### config.mk
export PLATFORM = sky130hd
export DESIGN_NAME = k_nearest_point_select
export DESIGN_NICKNAME = d
export VERILOG_FILES = /design/src/rtl/knps_pkg.sv /design/src/rtl/knps_front.sv /design/src/rtl/knps_fifo.sv /design/src/rtl/knps_isqrt.sv /design/src/rtl/knps_back.sv /design/src/rtl/k_nearest_point_select.sv
export VERILOG_INCLUDE_DIRS = /design/src /design/src/rtl
export SDC_FILE = /design/constraint.sdc
export NUM_CORES = 2
export LEC_CHECK = 0
export BUFFER_PORTS_ARGS = -buffer_cell sky130_fd_sc_hd__buf_2
export CORE_UTILIZATION = 35
export CTS_CLUSTER_DIAMETER = 30
export CTS_CLUSTER_SIZE = 20
export DETAILED_ROUTE_END_ITERATION = 10
export PLACE_DENSITY = 0.57
export SKIP_LAST_GASP = 1
export SLEW_MARGIN = 15
export SYNTH_ARGS = -nofsm -noshare
export SYNTH_HDL_FRONTEND = slang
export SYNTH_SLANG_ARGS = --single-unit
### constraint.sdc
create_clock -name clk -period 54.1 [get_ports clk]
set_clock_uncertainty 0.15 [all_clocks]
set_input_delay 8.115 -clock clk [delete_from_list [all_inputs] [get_ports clk]]
set_output_delay 8.115 -clock clk [all_outputs]
set_load 0.02 [all_outputs]
### src/rtl/assert_macros.svh
// Assertion macros used by the top-level RTL file.
`ifndef ASSERT_MACROS_SVH
`define ASSERT_MACROS_SVH

// Condition holds at every clock edge out of reset.
`define ASSERT_ALWAYS(label, cond, msg) \
  label: assert property (@(posedge clk) disable iff (rst) (cond)) else $error(msg);

// Consequent holds in the same cycle as the antecedent.
`define ASSERT_IMPLIES(label, ante, cons, msg) \
  label: assert property (@(posedge clk) disable iff (rst) (ante) |-> (cons)) \
    else $error(msg);

// Consequent holds in the cycle after the antecedent.
`define ASSERT_NEXT(label, ante, cons, msg) \
  label: assert property (@(posedge clk) disable iff (rst) (ante) |=> (cons)) \
    else $error(msg);

`endif

### src/rtl/knps_pkg.sv
// Shared types and constants of the k-nearest point selector.
package knps_pkg;

  localparam int COORD_BITS = 16;
  localparam int INDEX_W    = 16;
  localparam int KEEP_W     = 4;
  localparam int DIST_W     = COORD_BITS + 1;
  localparam int SQ_W       = 2 * COORD_BITS + 1;
  localparam int CFG_W      = COORD_BITS;
  localparam int CFG_IDX_W  = 2;

  localparam int DEFAULT_MAX_KEEP    = 8;
  localparam int DEFAULT_QUEUE_DEPTH = 4;

  localparam logic [INDEX_W-1:0] INDEX_MAX  = {INDEX_W{1'b1}};
  localparam logic [KEEP_W-1:0]  KEEP_RESET = KEEP_W'(1);

  typedef enum logic [CFG_IDX_W-1:0] {
    CFG_QUERY_X    = 2'd0,
    CFG_QUERY_Y    = 2'd1,
    CFG_KEEP_COUNT = 2'd2
  } cfg_reg_e;

  typedef struct packed {
    logic signed [COORD_BITS-1:0] point_x;
    logic signed [COORD_BITS-1:0] point_y;
    logic                         last_point;
  } point_t;

  typedef struct packed {
    logic [DIST_W-1:0]  distance;
    logic [INDEX_W-1:0] point_index;
    logic               last_result;
  } result_t;

  // One measured point on its way from the front end to the selector.
  typedef struct packed {
    logic [SQ_W-1:0]    sq;
    logic [INDEX_W-1:0] index;
    logic               last;
  } entry_t;

  typedef struct packed {
    logic empty;
    logic full;
  } fifo_status_t;

endpackage

### src/rtl/knps_front.sv
// Front end: number each point and compute its squared distance in three stages.
module knps_front
  import knps_pkg::*;
(
  input  logic                         clk,
  input  logic                         rst,
  input  logic                         accept,
  input  point_t                       point,
  input  logic signed [COORD_BITS-1:0] query_x,
  input  logic signed [COORD_BITS-1:0] query_y,
  output logic                         push,
  output entry_t                       entry
);

  logic [INDEX_W-1:0]           next_index;
  logic                         v1, v2, v3;
  logic [COORD_BITS-1:0]        dx1, dy1;
  logic [2*COORD_BITS-1:0]      dx2, dy2;
  logic [INDEX_W-1:0]           idx1, idx2;
  logic                         last1, last2;
  logic signed [COORD_BITS:0]   dxs, dys;

  always_comb begin
    dxs = (COORD_BITS+1)'(point.point_x) - (COORD_BITS+1)'(query_x);
    dys = (COORD_BITS+1)'(point.point_y) - (COORD_BITS+1)'(query_y);
  end

  always_ff @(posedge clk) begin
    if (rst) begin
      next_index <= '0;
      v1         <= 1'b0;
      v2         <= 1'b0;
      v3         <= 1'b0;
    end else begin
      v1 <= accept;
      v2 <= v1;
      v3 <= v2;
      if (accept) begin
        // restart numbering after the last point, saturate otherwise
        if (point.last_point) begin
          next_index <= '0;
        end else if (next_index != INDEX_MAX) begin
          next_index <= next_index + INDEX_W'(1);
        end
      end
    end
  end

  always_ff @(posedge clk) begin
    dx1   <= COORD_BITS'(dxs[COORD_BITS] ? -dxs : dxs);
    dy1   <= COORD_BITS'(dys[COORD_BITS] ? -dys : dys);
    idx1  <= next_index;
    last1 <= point.last_point;
    dx2   <= (2*COORD_BITS)'(dx1) * (2*COORD_BITS)'(dx1);
    dy2   <= (2*COORD_BITS)'(dy1) * (2*COORD_BITS)'(dy1);
    idx2  <= idx1;
    last2 <= last1;
    entry.sq    <= SQ_W'(dx2) + SQ_W'(dy2);
    entry.index <= idx2;
    entry.last  <= last2;
  end

  assign push = v3;

endmodule

### src/rtl/knps_fifo.sv
// Short queue between the front end and the selector.
module knps_fifo
  import knps_pkg::*;
#(
  parameter int DEPTH = DEFAULT_QUEUE_DEPTH
) (
  input  logic         clk,
  input  logic         rst,
  input  logic         push,
  input  entry_t       wdata,
  input  logic         pop,
  output entry_t       rdata,
  output fifo_status_t status
);

  localparam int PTR_W = (DEPTH > 1) ? $clog2(DEPTH) : 1;
  localparam int CNT_W = $clog2(DEPTH + 1);

  entry_t             mem [DEPTH];
  logic [PTR_W-1:0]   wptr, rptr;
  logic [CNT_W-1:0]   count;

  always_ff @(posedge clk) begin
    if (push) begin
      mem[wptr] <= wdata;
    end
  end

  always_ff @(posedge clk) begin
    if (rst) begin
      wptr  <= '0;
      rptr  <= '0;
      count <= '0;
    end else begin
      if (push) begin
        wptr <= (wptr == PTR_W'(DEPTH - 1)) ? '0 : wptr + PTR_W'(1);
      end
      if (pop) begin
        rptr <= (rptr == PTR_W'(DEPTH - 1)) ? '0 : rptr + PTR_W'(1);
      end
      if (push && !pop) begin
        count <= count + CNT_W'(1);
      end else if (pop && !push) begin
        count <= count - CNT_W'(1);
      end
    end
  end

  assign rdata        = mem[rptr];
  assign status.empty = (count == '0);
  assign status.full  = (count == CNT_W'(DEPTH));

endmodule

### src/rtl/knps_isqrt.sv
// Floor square root, one result bit per cycle.
module knps_isqrt
  import knps_pkg::*;
(
  input  logic              clk,
  input  logic              rst,
  input  logic              start,
  input  logic [SQ_W-1:0]   operand,
  output logic              done,
  output logic [DIST_W-1:0] root
);

  localparam int N     = DIST_W;
  localparam int VW    = 2 * N;
  localparam int CNT_W = $clog2(N + 1);

  logic [VW-1:0]    val;
  logic [N+1:0]     rem, rem_next, rem_sh, trial;
  logic [N-1:0]     root_next;
  logic [CNT_W-1:0] count;
  logic             running;

  always_comb begin
    rem_sh = {rem[N-1:0], val[VW-1:VW-2]};
    trial  = {root, 2'b01};
    if (rem_sh >= trial) begin
      rem_next  = rem_sh - trial;
      root_next = {root[N-2:0], 1'b1};
    end else begin
      rem_next  = rem_sh;
      root_next = {root[N-2:0], 1'b0};
    end
  end

  always_ff @(posedge clk) begin
    if (rst) begin
      running <= 1'b0;
      done    <= 1'b0;
      count   <= '0;
    end else begin
      done <= 1'b0;
      if (start) begin
        running <= 1'b1;
        count   <= CNT_W'(N);
      end else if (running) begin
        count <= count - CNT_W'(1);
        if (count == CNT_W'(1)) begin
          running <= 1'b0;
          done    <= 1'b1;
        end
      end
    end
  end

  always_ff @(posedge clk) begin
    if (start) begin
      val  <= VW'(operand);
      rem  <= '0;
      root <= '0;
    end else if (running) begin
      val  <= val << 2;
      rem  <= rem_next;
      root <= root_next;
    end
  end

endmodule

### src/rtl/knps_back.sv
// Selector: ordered insert of each point into the kept list, then ranked emission.
module knps_back
  import knps_pkg::*;
#(
  parameter int MAX_KEEP = DEFAULT_MAX_KEEP
) (
  input  logic               clk,
  input  logic               rst,
  input  entry_t             entry,
  input  fifo_status_t       fifo_status,
  input  logic [KEEP_W-1:0]  keep_count,
  output logic               pop,
  output logic               result_valid,
  output result_t            result
);

  localparam int FILL_W = $clog2(MAX_KEEP + 1);
  localparam int IDX_W  = (MAX_KEEP > 1) ? $clog2(MAX_KEEP) : 1;
  localparam int CMP_W  = (FILL_W > KEEP_W) ? FILL_W : KEEP_W;

  typedef enum logic [2:0] {
    S_RUN  = 3'b001,
    S_LOAD = 3'b010,
    S_ROOT = 3'b100
  } state_t;

  state_t               state;
  logic [SQ_W-1:0]      ks [MAX_KEEP];
  logic [INDEX_W-1:0]   ki [MAX_KEEP];
  logic [SQ_W-1:0]      ks_next [MAX_KEEP];
  logic [INDEX_W-1:0]   ki_next [MAX_KEEP];
  logic [FILL_W-1:0]    fill, fill_next;
  logic [IDX_W-1:0]     ptr, skip;
  logic [MAX_KEEP:0]    gt;
  logic [MAX_KEEP-1:0]   sel_a, sel_b;
  logic [CMP_W-1:0]     k_raw, k_eff;
  logic                 do_ins, do_rep, write_list, last_res;
  logic                 sqrt_done;
  logic [DIST_W-1:0]    sqrt_root;

  // gt[j]: the new point ranks ahead of entry j (empty slots rank last)
  always_comb begin
    gt = '1;
    for (int j = 0; j < MAX_KEEP; j++) begin
      if (FILL_W'(j) < fill) begin
        gt[j] = (entry.sq > ks[j]) || ((entry.sq == ks[j]) && (entry.index > ki[j]));
      end
    end
  end

  always_comb begin
    k_raw = CMP_W'(keep_count);
    if (k_raw == '0) begin
      k_eff = CMP_W'(1);
    end else if (k_raw > CMP_W'(MAX_KEEP)) begin
      k_eff = CMP_W'(MAX_KEEP);
    end else begin
      k_eff = k_raw;
    end
    do_ins = (CMP_W'(fill) < k_eff) && (fill < FILL_W'(MAX_KEEP));
    do_rep = !do_ins && (fill != '0) && (entry.sq < ks[0]);
  end

  // Shift-insert: on a replacement the list moves up one slot first.
  always_comb begin
    for (int j = 0; j < MAX_KEEP; j++) begin
      if (do_rep) begin
        sel_a[j] = gt[j+1];
        sel_b[j] = (j == 0) ? 1'b0 : gt[j];
      end else begin
        sel_a[j] = gt[j];
        sel_b[j] = (j == 0) ? 1'b0 : gt[(j == 0) ? 0 : j-1];
      end
    end
    for (int j = 0; j < MAX_KEEP; j++) begin
      ks_next[j] = ks[j];
      ki_next[j] = ki[j];
      if (!sel_a[j]) begin
        if (do_rep && (j < MAX_KEEP - 1)) begin
          ks_next[j] = ks[(j < MAX_KEEP - 1) ? j+1 : j];
          ki_next[j] = ki[(j < MAX_KEEP - 1) ? j+1 : j];
        end
      end else if (!sel_b[j]) begin
        ks_next[j] = entry.sq;
        ki_next[j] = entry.index;
      end else if (!do_rep && (j > 0)) begin
        ks_next[j] = ks[(j > 0) ? j-1 : j];
        ki_next[j] = ki[(j > 0) ? j-1 : j];
      end
    end
  end

  always_comb begin
    fill_next = do_ins ? fill + FILL_W'(1) : fill;
    skip      = (CMP_W'(fill_next) > k_eff) ? IDX_W'(CMP_W'(fill_next) - k_eff) : '0;
    pop       = (state == S_RUN) && !fifo_status.empty;
    write_list = pop && (do_ins || do_rep);
    last_res  = (FILL_W'(ptr) + FILL_W'(1)) == fill;
  end

  always_ff @(posedge clk) begin
    if (write_list) begin
      for (int j = 0; j < MAX_KEEP; j++) begin
        ks[j] <= ks_next[j];
        ki[j] <= ki_next[j];
      end
    end
  end

  always_ff @(posedge clk) begin
    if (rst) begin
      state        <= S_RUN;
      fill         <= '0;
      ptr          <= '0;
      result_valid <= 1'b0;
    end else begin
      result_valid <= 1'b0;
      case (state)
        S_RUN: begin
          if (pop) begin
            fill <= fill_next;
            if (entry.last) begin
              ptr   <= skip;
              state <= S_LOAD;
            end
          end
        end
        S_LOAD: begin
          state <= S_ROOT;
        end
        S_ROOT: begin
          if (sqrt_done) begin
            result_valid <= 1'b1;
            if (last_res) begin
              fill  <= '0;
              state <= S_RUN;
            end else begin
              ptr   <= ptr + IDX_W'(1);
              state <= S_LOAD;
            end
          end
        end
        default: begin
          state <= S_RUN;
        end
      endcase
    end
  end

  always_ff @(posedge clk) begin
    if (sqrt_done) begin
      result.distance    <= sqrt_root;
      result.point_index <= ki[ptr];
      result.last_result <= last_res;
    end
  end

  knps_isqrt u_isqrt (
    .clk     (clk),
    .rst     (rst),
    .start   (state == S_LOAD),
    .operand (ks[ptr]),
    .done    (sqrt_done),
    .root    (sqrt_root)
  );

endmodule

### src/rtl/k_nearest_point_select.sv
// Top level of the streaming k-nearest point selector.
//
// Points are taken on start while busy is low, at most one per cycle, and
// numbered from 0 in arrival order within a set. A three-stage front end forms
// the exact squared distance to the query point and hands it through a short
// queue to the selector, which, while it is not emitting results, folds one
// point per cycle into a sorted list of at most MAX_KEEP entries. Accepted
// points in flight (front end plus queue) are capped at QUEUE_DEPTH; busy is
// high while that many are outstanding and falls only in the cycle after the
// selector takes one, so even a steady stream at the default depth of four
// sees busy rise at times. The point marked last_point triggers emission of
// min(keep_count, points) results, a keep_count of zero counting as one and
// one above MAX_KEEP as MAX_KEEP, farthest first, equal distances larger
// index first. Each result needs a floor square root that resolves one bit
// per cycle; the selector takes each result through S_LOAD and then S_ROOT
// and folds in no new points until the last result is out; the
// front end keeps taking points meanwhile until the queue fills. Each result
// is held on result for exactly one cycle with result_valid high; the
// receiver cannot stall it, so it must take every result as it appears.
// Write configuration (query_x, query_y, keep_count) only while the block is
// idle. Reset clears no memory: there is no clearing pass.
`include "assert_macros.svh"

module k_nearest_point_select
  import knps_pkg::*;
#(
  parameter int MAX_KEEP    = DEFAULT_MAX_KEEP,
  parameter int QUEUE_DEPTH = DEFAULT_QUEUE_DEPTH
) (
  input  logic                 clk,
  input  logic                 rst,
  input  logic                 start,
  input  point_t               point,
  output logic                 busy,
  output logic                 result_valid,
  output result_t              result,
  input  logic                 cfg_we,
  input  logic [CFG_IDX_W-1:0] cfg_index,
  input  logic [CFG_W-1:0]     cfg_data
);

  localparam int CREDIT_W = $clog2(QUEUE_DEPTH + 1);

  logic signed [COORD_BITS-1:0] query_x, query_y;
  logic [KEEP_W-1:0]            keep_count;
  logic [CREDIT_W-1:0]          credit;
  logic                         accept, push, pop;
  entry_t                       front_entry, queue_entry;
  fifo_status_t                 fifo_status;

  // Configuration registers; unused index is dropped.
  always_ff @(posedge clk) begin
    if (rst) begin
      query_x    <= '0;
      query_y    <= '0;
      keep_count <= KEEP_RESET;
    end else if (cfg_we) begin
      case (cfg_index)
        CFG_QUERY_X:    query_x    <= cfg_data[COORD_BITS-1:0];
        CFG_QUERY_Y:    query_y    <= cfg_data[COORD_BITS-1:0];
        CFG_KEEP_COUNT: keep_count <= cfg_data[KEEP_W-1:0];
        default: ;
      endcase
    end
  end

  // Count items accepted but not yet taken by the selector, so the queue
  // always has room for whatever the front end still carries.
  assign accept = start && !busy;
  assign busy   = (credit == CREDIT_W'(QUEUE_DEPTH));

  always_ff @(posedge clk) begin
    if (rst) begin
      credit <= '0;
    end else if (accept && !pop) begin
      credit <= credit + CREDIT_W'(1);
    end else if (pop && !accept) begin
      credit <= credit - CREDIT_W'(1);
    end
  end

  knps_front u_front (
    .clk     (clk),
    .rst     (rst),
    .accept  (accept),
    .point   (point),
    .query_x (query_x),
    .query_y (query_y),
    .push    (push),
    .entry   (front_entry)
  );

  knps_fifo #(
    .DEPTH (QUEUE_DEPTH)
  ) u_fifo (
    .clk    (clk),
    .rst    (rst),
    .push   (push),
    .wdata  (front_entry),
    .pop    (pop),
    .rdata  (queue_entry),
    .status (fifo_status)
  );

  knps_back #(
    .MAX_KEEP (MAX_KEEP)
  ) u_back (
    .clk          (clk),
    .rst          (rst),
    .entry        (queue_entry),
    .fifo_status  (fifo_status),
    .keep_count   (keep_count),
    .pop          (pop),
    .result_valid (result_valid),
    .result       (result)
  );

  // Credit accounting must keep the queue from overflowing.
  `ASSERT_ALWAYS(a_credit_bound, credit <= CREDIT_W'(QUEUE_DEPTH), "credit above queue depth")
  `ASSERT_IMPLIES(a_push_room, push, !fifo_status.full, "push into full queue")
  `ASSERT_IMPLIES(a_pop_item, pop, !fifo_status.empty, "pop from empty queue")
  // The square root unit spaces results apart.
  `ASSERT_NEXT(a_result_gap, result_valid, !result_valid, "results back to back")

endmodule

==> impl_metrics.ini <==
[status]
status = finished clean

[clocking]
cts_setup_buffers = 0
cts-root-buf = clkbuf_16
clockBufferDepth = 3
cts_buffers = 229
clk_pin_slew_ns = 0.05
holdBufCountCts = 0
cts_sinks = 960
post_cts_resized = 0
clk-insertion-delay-late_ns = 0.83
cts_htree_levels = 4
tritoncts = yes

[die]
die_h_um = 458.6
die_w_um = 458.6
boundaryPins = 91
die_area_sq_um = 210300
core_area_sq_um = 207100
initial_core_util_pct = 35.24
rows = 167

[yosys]
synth_mux_area_share_pct = 6.208
yosysSeqAreaShare_pct = 35.37
synth_xor_area_share_pct = 1.968
ys.flop_type = edfxtp_1
avgSynthCellArea_sq_um = 9.644
synthSimpleGateAreaFrac_pct = 12.27
synthAdderAreaFrac_pct = 20.97
synth_nets = 8646
synth-edff-count = 659
yosysMostFrequentCell = inv_1
yosysTopAreaCell = edfxtp_1
synthTopCellsByCount = inv_1 (956), ha_1 (692), nor2_1 (679)
syn_inst = 7567
synth.area.top_cells = edfxtp_1 (27%), ha_1 (12%), fa_1 (9.1%)
synth_cell_types = 81
yosys_warnings = 0
synth_compound_area_share_pct = 15.90
ys_async_sr_fraction_pct = 0
ys_ff_latch = 960
syn_area_sq_um = 72970
netlist.area_leader.share_pct = 27.12
synth_top_family_by_area = adder cells

[layout]
area_growth_pct = 15.25
num-fill-cells = 20030
drive_above_1_share_pct = 10.13
fin_nets = 8600

[worst_setup_path]
reg2regPathDepth = 15
required_ns = 54.64
critPathCaptureType = flop
worstPathMaxFanout = 4
start_kind = input pin
cp_common_cell = nor2_1
cp_data_arrival_time_ns = 11.50
crit_chain = buf_2 > inv_1 > ha_1 > inv_1 > fa_1 > a211oi_1 > nor2_1 > xor2_1 > a2111oi_0 > nand4b_1 > nor2_1 > a41oi_1 > nor2_1 > xnor2_1
slowest_stage = a2111oi_0
path_class = in2reg
critPathMaxStageDelay_ns = 0.75

[detailed_routing]
ant_nets = 0
drcViolationCount = 0
wl_per_cell_um = 21.43
via_per_inst = 5.569
drt-initial-drc-count = 5561
dr_total_vias = 58550
first_pass_iters = 6
wl_mm = 225.3

[global_routing]
gr-total-overflow = 0
track_usage_pct = 20.99
grt_max_degree = 221
grt_first_pass_wirelength_mm = 345.8
antenna_found_initial = 5
grt_pass1_vias = 58240

[timing]
setup_viol = 0
tns_ns = 0
rsz0062_at_grt = false
relSlewSlack_pct = 19.66
tightest_slew_ns = 1.205
fin_crit_sh_pct = 20.26
fin_crit_ns = 10.96
max_freq_mhz = 91.25
drv_slew = 0
hold_viol = 0

[hold_path]
min_path_type = reg2reg
min_delay_path_depth = 0

[placed_design]
gp_congestion = 0.9059
dpl.hpwl_mm = 149.9
numPortBuffers = 90

[job]
drv_cap = 0
-- metal layers --
metal,vias up,routed length [um],track usage [%]
li1,27000,-,-
met1,28600,94900,27.21
met2,2411,105800,34.76
met3,531,16280,3.533
met4,8,8308,8.110
met5,-,34,0
-- through the flow --
stage	std cells	hold WS, ns	util [%]	setup slack, ns	cell area (sq um)
2_1_floorplan	7567	0.1596	-	32.46	72980
3_3_place_gp	10080	0.1621	36.66	42.36	75900
3_5_place_dp	10080	0.1621	36.66	42.34	75900
4_1_cts	10510	0.1726	40.61	43.13	84090
5_1_grt	10510	0.1790	40.61	42.75	84100
6_report	10510	0.1752	40.61	43.14	84100
-- placed cells by master, fill, tap and decap left out, types with 56 or more instances in the layout --
| master | count |
|---|---|
| nand3_1 | 145 |
| nor2b_1 | 56 |
| edfxtp_1 | 659 |
| and2_1 | 103 |
| ha_1 | 692 |
| inv_1 | 956 |
| nand4_1 | 96 |
| a22oi_1 | 102 |
| a21o_1 | 140 |
| a21oi_1 | 416 |
| o31ai_1 | 64 |
| o221ai_1 | 145 |
| buf_4 | 65 |
| a31oi_1 | 166 |
| xnor2_1 | 103 |
| xor2_1 | 61 |
| nand2_1 | 655 |
| clkbuf_16 | 237 |
| buf_2 | 90 |
| dfxtp_1 | 292 |
| fa_1 | 332 |
| nor2_1 | 677 |
| mux4_2 | 148 |
| a211oi_1 | 160 |
| mux2i_1 | 86 |
| o22ai_1 | 100 |
| o21ai_0 | 263 |
-- flip-flops by register name, indices dropped and copies added (netlist names), 16 cells and up, named ones only --
name / count
u_front.dx2: 31
u_back.result: 34
query_x: 16
u_front.entry: 50
u_front.dy2: 31
u_back.u_isqrt.rem: 17
u_fifo.mem: 200
u_back.ks: 264
u_back.u_isqrt.val: 34
u_front.next_index: 16
u_front.dx1: 16
u_back.u_isqrt.root: 17
u_front.idx2: 16
u_front.idx1: 16
query_y: 16
u_front.dy1: 16
u_back.ki: 128
-- logic make-up after synthesis --
logic type,Yosys count
AND/OR/NAND/NOR,1983
AO/OA/AOI/OAI,1782
buffers and inverters,1391
adder cells (fa/ha/maj),1024
flip-flops,960
multiplexers,263
XOR/XNOR,164
-- worst max-delay path: cells and delay by family --
| family | cells | cell delay [ns] |
|---|---|---|
| buffers and inverters | 3 | 0.24 |
| xor gates and xnor gates | 2 | 0.33 |
| AOI/OAI and AO/OA | 3 | 1.36 |
| adders and majority gates | 2 | 0.59 |
| and+or+nand+nor | 4 | 0.86 |
-- worst paths after layout --
path / slack, ns / from / end
max: 43.14 / point[17] / u_front.dx1[15]$_DFF_P_
min: 0.18 / u_front.idx1[4]$_DFF_P_ / u_front.idx2[4]$_DFF_P_
max reg2reg: 45.25 / flop / u_back.ks[6][18]$_DFFE_PP_
min reg2reg: 0.18 / u_front.idx1[4]$_DFF_P_ / u_front.idx2[4]$_DFF_P_
-- layout make-up --
type	instances	area, sq um	share of cell area, %
repair buffers	157	978.4	1.163
well taps	2788	3488	4.148
flip-flops and latches	960	25830	30.72
inverters	957	3592	4.271
diodes	2	5.005	0.005951
clock inverters	157	1991	2.367
multi-input cells	5216	42020	49.96
clock buffers	276	6197	7.369
Power is not shown: default switching activity piles up to over one toggle a cycle in this logic, so the estimate is an artifact.
